File: src/hw/rtl/rfa_pkg.sv
`default_nettype none

package rfa_pkg;

  localparam int unsigned BUF_DEPTH = 32;
  localparam int unsigned BUF_AW    = 5;

  localparam logic [2:0] KIND_UDEC = 3'd0;
  localparam logic [2:0] KIND_SDEC = 3'd1;
  localparam logic [2:0] KIND_HEX  = 3'd2;
  localparam logic [2:0] KIND_OCT  = 3'd3;
  localparam logic [2:0] KIND_BIN  = 3'd4;

  localparam logic [7:0] ASCII_ZERO  = 8'd48;
  localparam logic [7:0] ASCII_MINUS = 8'd45;
  localparam logic [7:0] ASCII_A     = 8'd65;

  typedef enum logic [1:0] {
    RADIX_DEC,
    RADIX_HEX,
    RADIX_OCT,
    RADIX_BIN
  } radix_e;

  typedef struct packed {
    logic              we;
    logic [BUF_AW-1:0] addr;
    logic [7:0]        data;
  } ram_wr_t;

  typedef struct packed {
    logic              done;
    logic [BUF_AW-1:0] top;
  } conv_res_t;

  function automatic logic [7:0] digit_char(input logic [3:0] d);
    logic [7:0] c;
    if (d > 4'd9) begin
      c = ASCII_A + {4'd0, d} - 8'd10;
    end else begin
      c = ASCII_ZERO + {4'd0, d};
    end
    return c;
  endfunction

endpackage

`default_nettype wire

File: src/hw/rtl/rfa_ram.sv
`default_nettype none

module rfa_ram #(
  parameter int unsigned WIDTH = 8,
  parameter int unsigned DEPTH = 32
) (
  input  logic                     clk_i,
  input  logic                     we_i,
  input  logic [$clog2(DEPTH)-1:0] waddr_i,
  input  logic [WIDTH-1:0]         wdata_i,
  input  logic [$clog2(DEPTH)-1:0] raddr_i,
  output logic [WIDTH-1:0]         rdata_o
);

  logic [WIDTH-1:0] mem_q [DEPTH];
  logic [WIDTH-1:0] rdata_q;

  always_ff @(posedge clk_i) begin
    if (we_i) begin
      mem_q[waddr_i] <= wdata_i;
    end
    rdata_q <= mem_q[raddr_i];
  end

  assign rdata_o = rdata_q;

endmodule

`default_nettype wire

File: src/hw/rtl/rfa_conv.sv
`default_nettype none

module rfa_conv
  import rfa_pkg::*;
#(
  parameter int unsigned VALUE_WIDTH = 32
) (
  input  logic                   clk_i,
  input  logic                   rst_ni,
  input  logic                   start_i,
  input  radix_e                 radix_i,
  input  logic [VALUE_WIDTH-1:0] mag_i,
  input  logic [BUF_AW-1:0]      bin_last_i,
  output ram_wr_t                wr_o,
  output conv_res_t              res_o
);

  localparam int unsigned NDEC = (VALUE_WIDTH * 1233) / 4096 + 1;
  localparam int unsigned BCDW = 4 * NDEC;
  localparam int unsigned SRW  = (BCDW > 32) ? BCDW : 32;
  localparam int unsigned NHEX = (VALUE_WIDTH + 3) / 4;
  localparam int unsigned NOCT = (VALUE_WIDTH + 2) / 3;
  localparam int unsigned CW   = $clog2(VALUE_WIDTH);

  typedef enum logic [1:0] {
    S_IDLE,
    S_DABBLE,
    S_STORE
  } state_e;

  state_e              state_q, state_d;
  radix_e              radix_q, radix_d;
  logic [SRW-1:0]      sr_q, sr_d;
  logic [VALUE_WIDTH-1:0] bin_q, bin_d;
  logic [CW-1:0]       cnt_q, cnt_d;
  logic [BUF_AW-1:0]   k_q, k_d;
  logic [BUF_AW-1:0]   hi_q, hi_d;
  logic [BUF_AW-1:0]   last_q, last_d;
  conv_res_t           res_q, res_d;
  logic [3:0]          dig;
  logic [BCDW-1:0]     bcd_adj;

  function automatic logic [BCDW-1:0] dabble_adj(input logic [BCDW-1:0] b);
    logic [BCDW-1:0] r;
    r = b;
    for (int i = 0; i < NDEC; i++) begin
      if (b[4*i +: 4] >= 4'd5) begin
        r[4*i +: 4] = b[4*i +: 4] + 4'd3;
      end
    end
    return r;
  endfunction

  always_comb begin
    unique case (radix_q)
      RADIX_OCT: dig = {1'b0, sr_q[2:0]};
      RADIX_BIN: dig = {3'd0, sr_q[0]};
      default:   dig = sr_q[3:0];
    endcase
  end

  assign bcd_adj = dabble_adj(sr_q[BCDW-1:0]);

  always_comb begin
    state_d = state_q;
    radix_d = radix_q;
    sr_d    = sr_q;
    bin_d   = bin_q;
    cnt_d   = cnt_q;
    k_d     = k_q;
    hi_d    = hi_q;
    last_d  = last_q;
    res_d   = '{done: 1'b0, top: res_q.top};
    wr_o    = '{we: 1'b0, addr: k_q, data: digit_char(dig)};
    unique case (state_q)
      S_IDLE: begin
        if (start_i) begin
          radix_d = radix_i;
          k_d     = '0;
          hi_d    = '0;
          cnt_d   = '0;
          unique case (radix_i)
            RADIX_DEC: begin
              sr_d    = '0;
              bin_d   = mag_i;
              last_d  = BUF_AW'(NDEC - 1);
              state_d = S_DABBLE;
            end
            RADIX_HEX: begin
              sr_d    = SRW'(mag_i);
              last_d  = BUF_AW'(NHEX - 1);
              state_d = S_STORE;
            end
            RADIX_OCT: begin
              sr_d    = SRW'(mag_i);
              last_d  = BUF_AW'(NOCT - 1);
              state_d = S_STORE;
            end
            RADIX_BIN: begin
              sr_d    = SRW'(mag_i);
              last_d  = bin_last_i;
              state_d = S_STORE;
            end
          endcase
        end
      end
      S_DABBLE: begin
        sr_d  = SRW'({bcd_adj[BCDW-2:0], bin_q[VALUE_WIDTH-1]});
        bin_d = bin_q << 1;
        cnt_d = cnt_q + 1'b1;
        if (cnt_q == CW'(VALUE_WIDTH - 1)) begin
          state_d = S_STORE;
        end
      end
      S_STORE: begin
        wr_o.we = 1'b1;
        if (dig != 4'd0) begin
          hi_d = k_q;
        end
        unique case (radix_q)
          RADIX_OCT: sr_d = sr_q >> 3;
          RADIX_BIN: sr_d = sr_q >> 1;
          default:   sr_d = sr_q >> 4;
        endcase
        k_d = k_q + 1'b1;
        if (k_q == last_q) begin
          res_d.done = 1'b1;
          if (radix_q == RADIX_BIN) begin
            res_d.top = last_q;
          end else if (dig != 4'd0) begin
            res_d.top = k_q;
          end else begin
            res_d.top = hi_q;
          end
          state_d = S_IDLE;
        end
      end
      default: state_d = S_IDLE;
    endcase
  end

  always_ff @(posedge clk_i or negedge rst_ni) begin
    if (!rst_ni) begin
      state_q <= S_IDLE;
      res_q   <= '0;
      k_q     <= '0;
      cnt_q   <= '0;
    end else begin
      state_q <= state_d;
      res_q   <= res_d;
      k_q     <= k_d;
      cnt_q   <= cnt_d;
    end
  end

  always_ff @(posedge clk_i) begin
    radix_q <= radix_d;
    sr_q    <= sr_d;
    bin_q   <= bin_d;
    hi_q    <= hi_d;
    last_q  <= last_d;
  end

  assign res_o = res_q;

endmodule

`default_nettype wire

File: src/hw/rtl/radix_ascii_formatter.sv
// Radix ASCII formatter.
// Input item (s_axis): tuser carries the format kind (0 unsigned decimal, 1 signed
// decimal, 2 hex, 3 octal, 4 binary; 5..7 act as unsigned decimal), tdata carries
// the value and the binary digit count. Output (m_axis): one ASCII character per
// item, most significant first, tlast on the final character of the text.
// One value is handled at a time; s_axis_tready_o is high only while idle.
// Steps: the accept, VALUE_WIDTH double-dabble shift steps for decimal kinds, the
// digit writes to the digit RAM (decimal digits of VALUE_WIDTH bits, hex or octal
// digits of VALUE_WIDTH bits, or the binary count), and a hand-over to the output
// side. Each digit then takes a RAM read and the output register load, as a read
// is issued only after the previous one has landed; a minus sign needs no read.
// Reset clears the state machines, counters, flags and output register; the
// digit RAM is not cleared, as every entry is written before it is read. When
// the receiver stalls, the character in the output register holds and no
// further reads are issued; after the last character is loaded the block is
// idle again and takes the next value while that character still waits.
`default_nettype none

module radix_ascii_formatter
  import rfa_pkg::*;
#(
  parameter int unsigned VALUE_WIDTH = 32
) (
  input  logic        clk_i,
  input  logic        rst_ni,
  input  logic        s_axis_tvalid_i,
  output logic        s_axis_tready_o,
  input  logic [39:0] s_axis_tdata_i,  // value[31:0], bin_digits[37:32], zero pad
  input  logic [2:0]  s_axis_tuser_i,  // kind[2:0]
  output logic        m_axis_tvalid_o,
  input  logic        m_axis_tready_i,
  output logic [7:0]  m_axis_tdata_o,  // char_code[7:0]
  output logic        m_axis_tlast_o
);

  typedef enum logic [1:0] {
    S_IDLE,
    S_CONV,
    S_EMIT
  } state_e;

  state_e            state_q, state_d;
  logic              neg_q, neg_d;
  logic              pend_q, pend_d;
  logic              pend_last_q, pend_last_d;
  logic [BUF_AW-1:0] idx_q, idx_d;
  logic              m_valid_q, m_valid_d;
  logic [7:0]        m_data_q, m_data_d;
  logic              m_last_q, m_last_d;

  logic                   accept;
  logic [VALUE_WIDTH-1:0] v;
  logic [VALUE_WIDTH-1:0] mag;
  logic                   neg;
  radix_e                 radix;
  logic [5:0]             nb;
  logic [BUF_AW-1:0]      bin_last;
  logic                   slot_free;
  logic [BUF_AW-1:0]      raddr;
  logic [7:0]             rdata;
  ram_wr_t                ram_wr;
  conv_res_t              conv_res;

  assign accept = s_axis_tvalid_i && s_axis_tready_o;
  assign v      = VALUE_WIDTH'(s_axis_tdata_i[31:0]);
  assign nb     = s_axis_tdata_i[37:32];

  always_comb begin
    unique case (s_axis_tuser_i)
      KIND_HEX: radix = RADIX_HEX;
      KIND_OCT: radix = RADIX_OCT;
      KIND_BIN: radix = RADIX_BIN;
      default:  radix = RADIX_DEC;
    endcase
  end

  assign neg = (s_axis_tuser_i == KIND_SDEC) && v[VALUE_WIDTH-1];
  assign mag = neg ? VALUE_WIDTH'(~v + 1'b1) : v;

  always_comb begin
    priority if (nb == 6'd0) begin
      bin_last = '0;
    end else if (nb > 6'(BUF_DEPTH)) begin
      bin_last = BUF_AW'(BUF_DEPTH - 1);
    end else begin
      bin_last = BUF_AW'(nb - 6'd1);
    end
  end

  rfa_conv #(
    .VALUE_WIDTH(VALUE_WIDTH)
  ) u_conv (
    .clk_i     (clk_i),
    .rst_ni    (rst_ni),
    .start_i   (accept),
    .radix_i   (radix),
    .mag_i     (mag),
    .bin_last_i(bin_last),
    .wr_o      (ram_wr),
    .res_o     (conv_res)
  );

  rfa_ram #(
    .WIDTH(8),
    .DEPTH(BUF_DEPTH)
  ) u_digit_ram (
    .clk_i  (clk_i),
    .we_i   (ram_wr.we),
    .waddr_i(ram_wr.addr),
    .wdata_i(ram_wr.data),
    .raddr_i(raddr),
    .rdata_o(rdata)
  );

  assign slot_free = !m_valid_q || m_axis_tready_i;
  assign raddr     = idx_q;

  always_comb begin
    state_d     = state_q;
    neg_d       = neg_q;
    pend_d      = pend_q;
    pend_last_d = pend_last_q;
    idx_d       = idx_q;
    m_valid_d   = m_valid_q && !m_axis_tready_i;
    m_data_d    = m_data_q;
    m_last_d    = m_last_q;
    unique case (state_q)
      S_IDLE: begin
        if (accept) begin
          neg_d   = neg;
          state_d = S_CONV;
        end
      end
      S_CONV: begin
        if (conv_res.done) begin
          idx_d   = conv_res.top;
          state_d = S_EMIT;
        end
      end
      S_EMIT: begin
        if (pend_q) begin
          m_valid_d = 1'b1;
          m_data_d  = rdata;
          m_last_d  = pend_last_q;
          pend_d    = 1'b0;
          if (pend_last_q) begin
            state_d = S_IDLE;
          end
        end else if (slot_free) begin
          if (neg_q) begin
            m_valid_d = 1'b1;
            m_data_d  = ASCII_MINUS;
            m_last_d  = 1'b0;
            neg_d     = 1'b0;
          end else begin
            pend_d      = 1'b1;
            pend_last_d = (idx_q == '0);
            idx_d       = idx_q - 1'b1;
          end
        end
      end
      default: state_d = S_IDLE;
    endcase
  end

  always_ff @(posedge clk_i or negedge rst_ni) begin
    if (!rst_ni) begin
      state_q     <= S_IDLE;
      neg_q       <= 1'b0;
      pend_q      <= 1'b0;
      pend_last_q <= 1'b0;
      idx_q       <= '0;
      m_valid_q   <= 1'b0;
      m_data_q    <= '0;
      m_last_q    <= 1'b0;
    end else begin
      state_q     <= state_d;
      neg_q       <= neg_d;
      pend_q      <= pend_d;
      pend_last_q <= pend_last_d;
      idx_q       <= idx_d;
      m_valid_q   <= m_valid_d;
      m_data_q    <= m_data_d;
      m_last_q    <= m_last_d;
    end
  end

  assign s_axis_tready_o = (state_q == S_IDLE);
  assign m_axis_tvalid_o = m_valid_q;
  assign m_axis_tdata_o  = m_data_q;
  assign m_axis_tlast_o  = m_last_q;

  a_done_in_conv: assert property (@(posedge clk_i) disable iff (!rst_ni)
    conv_res.done |-> state_q == S_CONV)
    else $error("conversion finished outside of the conversion phase");

  a_pend_slot_empty: assert property (@(posedge clk_i) disable iff (!rst_ni)
    pend_q |-> !m_valid_q)
    else $error("RAM read returned while the output register is occupied");

  a_idle_no_pend: assert property (@(posedge clk_i) disable iff (!rst_ni)
    s_axis_tready_o |-> !pend_q && !neg_q)
    else $error("ready while characters of the previous value are outstanding");

endmodule

`default_nettype wire

File: config.mk
export PLATFORM = sky130hd
export DESIGN_NAME = radix_ascii_formatter
export DESIGN_NICKNAME = d
export VERILOG_FILES = /design/src/hw/rtl/rfa_pkg.sv /design/src/hw/rtl/rfa_ram.sv /design/src/hw/rtl/rfa_conv.sv /design/src/hw/rtl/radix_ascii_formatter.sv
export SDC_FILE = /design/constraint.sdc
export NUM_CORES = 1
export LEC_CHECK = 0
export BUFFER_PORTS_ARGS = -buffer_cell sky130_fd_sc_hd__buf_2
export CORE_ASPECT_RATIO = 1.4
export CORE_MARGIN = 5
export CORE_UTILIZATION = 35
export CTS_CLUSTER_DIAMETER = 50
export CTS_CLUSTER_SIZE = 16
export DETAILED_ROUTE_END_ITERATION = 8
export GPL_TIMING_DRIVEN = 0
export PLACE_DENSITY = 0.5
export SETUP_SLACK_MARGIN = 0.2
export SYNTH_ARGS = -nofsm -noshare
export SYNTH_HDL_FRONTEND = slang
export SYNTH_SLANG_ARGS = --single-unit
File: constraint.sdc
create_clock -name clk_i -period 8.95 [get_ports clk_i]
set_input_delay 1.79 -clock clk_i [delete_from_list [all_inputs] [get_ports clk_i]]
set_output_delay 1.79 -clock clk_i [all_outputs]
set_load 0.02 [all_outputs]
== Yosys cells after proc, flatten, opt, wreduce, memory -nomap -nowiden ==
Memories as Yosys holds them, arrays and structs flattened. A register that Yosys moved wholly into a read port is not among the register bits.
Cells that the tools add are included.

* $add $sub $neg: 18
* $lt $le $gt $ge: 12
* Eq/ne operators: 26
* Mux-type cells: 67
* Bitwise operators: 3
* Reductions and logical operators: 32

{| class="wikitable"
|+ Operators by type and width
! cell !! number
|-
| case mux 40 bit (3 select lines) || 1
|-
| two-way mux 32 bit || 3
|-
| case mux 40 bit (2 select lines) || 1
|-
| case mux 39 bit (2 select lines) || 1
|-
| case mux 32 bit (2 select lines) || 1
|-
| two-way mux 5 bit || 9
|-
| greater-or-equal comparator 4 x 3 -> 1 bit (second input constant) || 10
|-
| two-way mux 40 bit || 1
|-
| case mux 5 bit (2 select lines) || 4
|-
| adder 4 x 2 -> 4 bit (second input constant) || 9
|-
| two-way mux 4 bit || 9
|-
| adder 32 x 1 -> 32 bit (second input constant) || 1
|-
| two-way mux 8 bit || 4
|-
| inverter 32 bit || 1
|-
| case mux 5 bit (4 select lines) || 1
|-
| case mux 2 bit (3 select lines) || 3
|-
| two-way mux 1 bit || 16
|-
| two-way mux 2 bit || 7
|-
| inequality test 2 bit (second input constant) || 7
|-
| equality test 2 bit (second input constant) || 6
|-
| two-way mux 6 bit || 2
|-
| AND reduction 4 bit || 3
|-
| nonzero test 2 bit || 6
|-
| adder 5 x 1 -> 5 bit (second input constant) || 2
|-
| 31 further kinds || 50
|}

* Register bits: 122
* RAM bits: 256
* Bits of input ports: 47
* Output and inout bits: 11
* Word-level logic and storage cells: 177
* Memories kept: 1

{| class="wikitable"
|+ Memory list
! name !! depth !! width !! read ports !! clocked after Yosys merged registers in !! wr ports !! line !! RTL
|-
| u_digit_ram.mem_q || 32 || 8 || 1 || 1 || 1 || rfa_ram.sv:15 || <nowiki>logic [WIDTH-1:0] mem_q [DEPTH];</nowiki>
|}

== Logic depth before layout (Yosys ltp) ==
Gate-level depths: netlist of the first run.

* Word-level depth: 7
* Mapped depth: 10
* Gate-level depth less buffers: 8

== Cells and area by module ==
Synthesis of the first run repeated with hierarchy kept, for this count alone.

* Cells, all modules: 1281
* Area total of the unflattened synthesis: 18596.6 µm²

{| class="wikitable"
|+ Modules (own cells, without submodules)
! module !! instances !! cells each !! area each (µm²) !! sequential area each (µm²)
|-
| rfa_ram || 1 || 417 || 10053.4 || 7847.5
|-
| rfa_conv || 1 || 640 || 6626.4 || 2972.9
|-
| radix_ascii_formatter || 1 || 224 || 1916.8 || 500.5
|}

== Least setup slack after synthesis of the first run ==
No wires, ideal clock.

* Path type: flip-flop to flip-flop
* Start point: register u_conv.radix_q[0]
* End point: memory u_digit_ram.mem_q[0][3] (data pin)
* Library setup time: 0.284 ns
* Arrival time: 4.989 ns
* Required time: 8.666 ns
* Setup slack: 3.677 ns
* Stages on the path, launching flop included: 11
* Buffers on the path: 2
* Period minus slack after synthesis: 5.273 ns
* Path through: edfxtp_1 clkbuf_1 buf_2 nand2_1 nand2_1 ha_1 nor2_1 o21ai_0 inv_1 o21ai_0 and2_1

{| class="wikitable"
|+ RTL lines
! what !! line !! RTL
|-
| start, declared || rfa_conv.sv:32 || <nowiki>radix_e radix_q, radix_d;</nowiki>
|-
| start signal, assigned || rfa_conv.sv:157 || <nowiki>radix_q <= radix_d;</nowiki>
|-
| end, declared || rfa_ram.sv:15 ||
|}

==> results of run 1 <==
worst max-delay path: cells and delay by family (launching register included):
family,cells,cell delay [ns]
fa+ha+maj,1,0.23
simple gates,4,1.25
compound gates,2,0.73
buf+inv,4,1.48
flops,1,0.33
synth_stat cells, types with 6 or more instances:
cell type and number:
nand3_1 18, mux2_2 18, nand2_1 90, o31ai_1 7, inv_1 42, a31oi_1 9
clkbuf_1 50, nor2b_1 7, buf_1 14, o21ai_0 76, dfrtp_1 37, edfxtp_1 308
o211ai_1 16, nor3b_1 14, nand4_1 17, a21oi_1 64, nor3_1 14, xor2_1 17
a22o_1 22, nand2b_1 21, a211oi_1 17, a221o_1 8, a22oi_1 31, nor4_1 8
o41ai_1 6, nor2_1 102, dfxtp_1 7, ha_1 37, xnor2_1 29, mux4_2 40
and3_1 11, buf_2 7, mux2i_1 83
registers in the layout (all words and copies together) (netlist names), 5 cells and up:
signal / cells
u_conv.hi_q: 5
u_conv.cnt_q: 5
u_conv.res_o: 6
m_axis_tdata_o: 7
u_conv.sr_q: 40
u_digit_ram.mem_q: 224
u_conv.bin_q: 32
u_digit_ram.rdata_o: 7
u_conv.last_q: 5
u_conv.k_q: 5
idx_q: 5
metrics by stage:
step	hold WS (ns)	power [W]
floorplan	0.4329	0.003712
global placement	0.4438	0.004375
detailed placement	0.4529	0.004474
CTS	0.4659	0.006004
global route	0.4792	0.006268
finish	0.4621	0.005943
final timing paths:
path                                        start                      end  slack, ns  cells after the start
max in group asynchronous                  rst_ni          u_conv.cnt_q[3]       6.98                      1
setup reg to reg                u_conv.radix_q[0]  u_digit_ram.mem_q[6][3]       4.56                     11
hold / removal             u_digit_ram.rdata_o[4]        m_axis_tdata_o[4]       0.46                      1
hold reg to reg            u_digit_ram.rdata_o[4]        m_axis_tdata_o[4]       0.46                      1
min in group asynchronous                  rst_ni                 idx_q[1]       1.39                      1
setup / recovery                u_conv.radix_q[0]  u_digit_ram.mem_q[6][3]       4.56                     11
cells by family (layout without fill, tap and decap cells):
logic type	count (synthesis)	in the layout	share of synthesized area [%]
buffers and inverters	119	245	2.848
XOR/XNOR	46	46	2.351
AO/OA/AOI/OAI	291	291	11.17
flip-flops	352	352	60.20
AND/OR/NAND/NOR	328	328	9.325
multiplexers	142	142	11.38
adder cells (fa/ha/maj)	37	37	2.702
other	1	1	0.02189
where the power goes:
part / switching [W] / internal [W]
Combinational: 0.00124 / 0.000716
Clock: 0.000691 / 0.000823
Sequential: 0.000226 / 0.00224
cell type report:
cell class | count | area [µm²]
inverters | 43 | 161.4
multi-input cells | 845 | 6379
well taps | 637 | 797.0
repair buffers | 59 | 402.9
fillers | 4727 | 29200
clock buffers | 45 | 998.5
plain buffers | 76 | 326.6
clock inverters | 22 | 188.9
flip-flops and latches | 352 | 10310
metal layers:
layer	track usage (%)	routed length [µm]
met5	0	11
met4	6.992	1829
met3	2.197	1540
met2	33.29	26090
met1	20.30	18510
==> results.yml, run 1 <==
global_routing:
  grt_overflow: 0
  grt_max_degree: 38
  antenna_found_initial: 1
  grt_usage_pct: 17.75
  grt_pass1_vias: 11684
  grt_pass1_wl_um: 72600
clock_network:
  ctsResizeCount: 0
  root_buffer: "clkbuf_16"
  clock_latency_ns: 0.54
  cts_buffers: 37
  clk_path_buf_depth: 3
  clock-sinks: 352
  htree_levels: 2
  post-cts-setup-buffers: 0
  tritoncts: "built"
  hold_buffers: 0
  clk_pin_slew_worst_paths_ns: 0.06
cells_and_area:
  antennaDiodeCount: 0
  syn_to_final_growth_pct: 14.21
  final_cells: 2079
  layout-drive-gt1-share_pct: 14.42
  layout_commonest_cell: "edfxtp_1"
  fin_area_um2: 19570
  final_cell_mix: "edfxtp_1, nor2_1, nand2_1"
  fin_nets: 1498
  final_core_util_pct: 40.13
floorplan:
  initial_core_util_pct: 35.13
  die_w_um: 197.0
  num_rows: 96
  coreArea_um2: 48770
  dieArea_um2: 53540
  io_pins: 58
  die_h_um: 271.8
synthesis:
  synth_top_flop_cell: "edfxtp_1"
  synth_edf_count: 308
  synthTopCellsByArea: "edfxtp_1, dfrtp_1, mux4_2"
  yosysWarnings: 0
  avgSynthCellArea_um2: 13.02
  synth_top_area_share_pct: 53.98
  ys_ff_latch: 352
  syn_area_um2: 17130
  synth_nets: 1400
  ys_seq_area_share_pct: 60.20
  synthArstFlopShare_pct: 10.51
  synth_top_area_cell: "edfxtp_1"
  synth_cells: 1316
  ys_types: 66
worst_setup_path:
  crit_path_end_kind: "register"
  crit_type: "reg2reg"
  max_stage_delay_ns: 0.74
  path_max_fanout: 34
  cp_slowest_cell: "and2_2"
  crit_path_start_kind: "register"
  crit_arrival_ns: 4.61
  crit_chain: "clkbuf_1 -> buf_2 -> nand2_1 -> nand2_1 -> ha_1 -> nor2_1 -> o21ai_4 -> buf_12 -> inv_1 -> o21ai_2 -> and2_2"
  required_ns: 9.17
  path_common_cell: "nand2_1"
pwr:
  powerDensity_nw_per_um2: 303.7
  p_leak_nw: 6.722
  irDropWorstVdd_mv: 0.1809
routing:
  drc_errors: 0
  antenna_left: 0
  wire_per_inst_um: 23.08
  vias_per_cell: 5.409
  vias: 11245
  routed_wl_um: 47980
  dr.pass1.iters: 5
  first_iter_violations: 651
timing:
  maxSlewViolCount: 0
  worst_slew_pin_slew_ns: 1.202
  post-route-period-util_pct: 49.05
  finalSetupViolCount: 0
  fin_setup_tns_ns: 0
  min_period_ns: 4.390
  skew_ns: 0.02070
  setup_slack_ns: 4.560
  rsz0062_at_grt: "false"
  max_freq_mhz: 227.8
  slew_headroom_pct: 19.79
  timing_hold_violations_final: 0
placement:
  place.detailed.hpwl_um: 34860
  post-place-ws_ns: 4.013
  portBuffers: 53
  place_area_um2: 18380
  dp.cells: 2012
  gp_congestion: 0.8756
job:
  maxCapViolations: 0
status:
  outcome: "finished clean"
min_path:
  hp-class: "reg2reg"
(Power assumes the default switching activity.)
==> inputs of run 2 (changes only) <==
- clock period: 8.95 -> 4.36 ns (I/O delays scaled with it)
==> run 2 against run 1 <==
Non-clock buffer count grew 2. Clock power up 110%. Clock-buffer cell count increased by 2. Sequential power rose by 110%. Cell count about the same. Via count is essentially flat. First-iteration DRC count is 22% higher. Critical path depth is the same. Power is 100% higher. Flip-flop and latch count unchanged. Die area unchanged. Hold slack got worse by 0.0010 ns. Critical path type unchanged. Largest cell class unchanged. Highest routed layer is now met4.
==> results.yml, run 2 (synthesis results as in run 1) <==
timing:
  post-route-period-util_pct: 84.23
  skew_ns: 0.01959
  slew_headroom_pct: 30.38
  worst_slew_pin_slew_ns: 1.044
  finalSetupViolCount: 0
  rsz0062_at_grt: "false"
  min_period_ns: 3.672
  timing_hold_violations_final: 0
  setup_slack_ns: 0.6877
  max_freq_mhz: 272.3
  maxSlewViolCount: 0
worst_setup_path:
  crit_path_start_kind: "register"
  path_buf_inv: 4
  crit_type: "reg2reg"
  cp_slowest_cell: "and2_4"
  critPathTopFamily: "simple AND/OR/NAND/NOR gates"
  crit_arrival_ns: 3.96
  path_common_cell: "nand2_1"
  path_max_fanout: 32
  crit_path_end_kind: "register"
  required_ns: 4.65
  max_stage_delay_ns: 0.53
  crit_chain: "clkbuf_1 -> buf_2 -> nand2_1 -> nand2_1 -> ha_1 -> nor2_1 -> o21ai_4 -> clkinvlp_4 -> buf_4 -> o21ai_2 -> and2_4"
global_routing:
  use_met2_pct: 33.69
  met3_usage_pct: 2.235
  grt_usage_pct: 17.79
  grt_pass1_wl_um: 73040
  grt_overflow: 0
  grt_max_degree: 38
  grt_pass1_vias: 11880
  busiest_layer: "met2"
  met1_usage_pct: 20.35
  antenna_found_initial: 0
routing:
  vias_per_cell: 5.409
  first_iter_violations: 794
  antenna_left: 0
  drc_errors: 0
  routed_wl_um: 48180
  wire_per_inst_um: 23.15
  vias: 11256
  dr.pass1.iters: 5
pwr:
  p_leak_nw: 6.729
  irDropWorstVdd_mv: 0.3033
  powerDensity_nw_per_um2: 621.7
cells_and_area:
  largest-register: "u_digit_ram.mem_q"
  layout_commonest_cell: "edfxtp_1"
  final_cell_mix: "edfxtp_1, nor2_1, nand2_1"
  top_regs: "u_digit_ram.mem_q x224, u_conv.sr_q x40, u_conv.bin_q x32"
  fillers: 4711
  fin_area_um2: 19580
  antennaDiodeCount: 0
  final_core_util_pct: 40.16
  largest_reg_flops: 224
  syn_to_final_growth_pct: 14.29
  layout-drive-gt1-share_pct: 14.61
  fin_nets: 1500
clock_network:
  clk_path_buf_depth: 3
  cts_buffers: 36
  clk_pin_slew_worst_paths_ns: 0.07
  htree_levels: 2
  clock-sinks: 352
  tritoncts: "built"
  clock_latency_ns: 0.53
  root_buffer: "clkbuf_16"
min_path:
  hp-class: "reg2reg"
floorplan:
  dieArea_um2: 53540
  num_rows: 96
  initial_core_util_pct: 35.13
  coreArea_um2: 48770
  die_h_um: 271.8
  die_w_um: 197.0
  io_pins: 58
placement:
  post-place-ws_ns: -0.8017
  portBuffers: 53
  gp_congestion: 0.8790
  place.detailed.hpwl_um: 35240
  place_area_um2: 18360
job:
  maxCapViolations: 0
status:
  outcome: "finished clean"
## run 2: cell count changes in the layout (fill, tap and decap cells not counted), sizes merged
cell / before / now
buf: 82 / 84
inv: 51 / 50
clkinv: 11 / 10
clkbuf: 98 / 100
## run 2: per-layer routing
layer	wire [µm]	part of all wire [%]
met1	18530	38
met2	26400	55
met3	1591	3.3
met4	1667	3.5
met5	0	0
## run 2: final cells by class
cell class | instances | area (µm²) | share of cell area [%]
tap | 637 | 797.0 | 4.070
multi-input combinational | 845 | 6372 | 32.54
sequential | 352 | 10310 | 52.67
inverter | 43 | 165.2 | 0.8434
timing repair inverter | 1 | 5.005 | 0.02556
clock inverter | 19 | 178.9 | 0.9137
buffer | 76 | 326.6 | 1.668
timing repair buffer | 61 | 407.9 | 2.083
clock buffer | 47 | 1015 | 5.182
## run 2: per-stage QoR
step / instances / power (W) / TNS, ns / hold slack, ns
5_1_grt: 2081 / 0.01286 / 0 / 0.4947
3_3_place_gp: 2006 / 0.008956 / -281.88 / 0.4466
6_report: 2081 / 0.01217 / 0 / 0.4610
2_1_floorplan: 1316 / 0.007620 / 0 / 0.4329
3_5_place_dp: 2012 / 0.009155 / -25.62 / 0.4507
4_1_cts: 2081 / 0.01231 / 0 / 0.4636
## run 2: final timing paths
check | startpoint | cells after the start | end | slack, ns
max | u_conv.radix_q[0] | 11 | u_digit_ram.mem_q[31][3] | 0.69
min | u_digit_ram.rdata_o[1] | 1 | m_axis_tdata_o[1] | 0.46
max reg2reg | u_conv.radix_q[0] | 11 | u_digit_ram.mem_q[31][3] | 0.69
min reg2reg | u_digit_ram.rdata_o[1] | 1 | m_axis_tdata_o[1] | 0.46
max in group asynchronous | rst_ni | 1 | u_conv.res_o[2] | 3.27
min in group asynchronous | rst_ni | 1 | state_q[0] | 0.49
## run 2: what timing repair did
item                       CTS  global route
resized for setup            3             0
buffers inserted             2             0
setup endpoints to repair   64             0
hold buffers                 0             0
## run 2: where the power goes
| part | internal, W | total (W) | switching, W |
|---|---|---|---|
| Clock | 0.00170 | 0.00310 | 0.00140 |
| Sequential | 0.00460 | 0.00507 | 0.000469 |
| Combinational | 0.00146 | 0.00400 | 0.00254 |
| Total | 0.00777 | 0.0122 | 0.00441 |
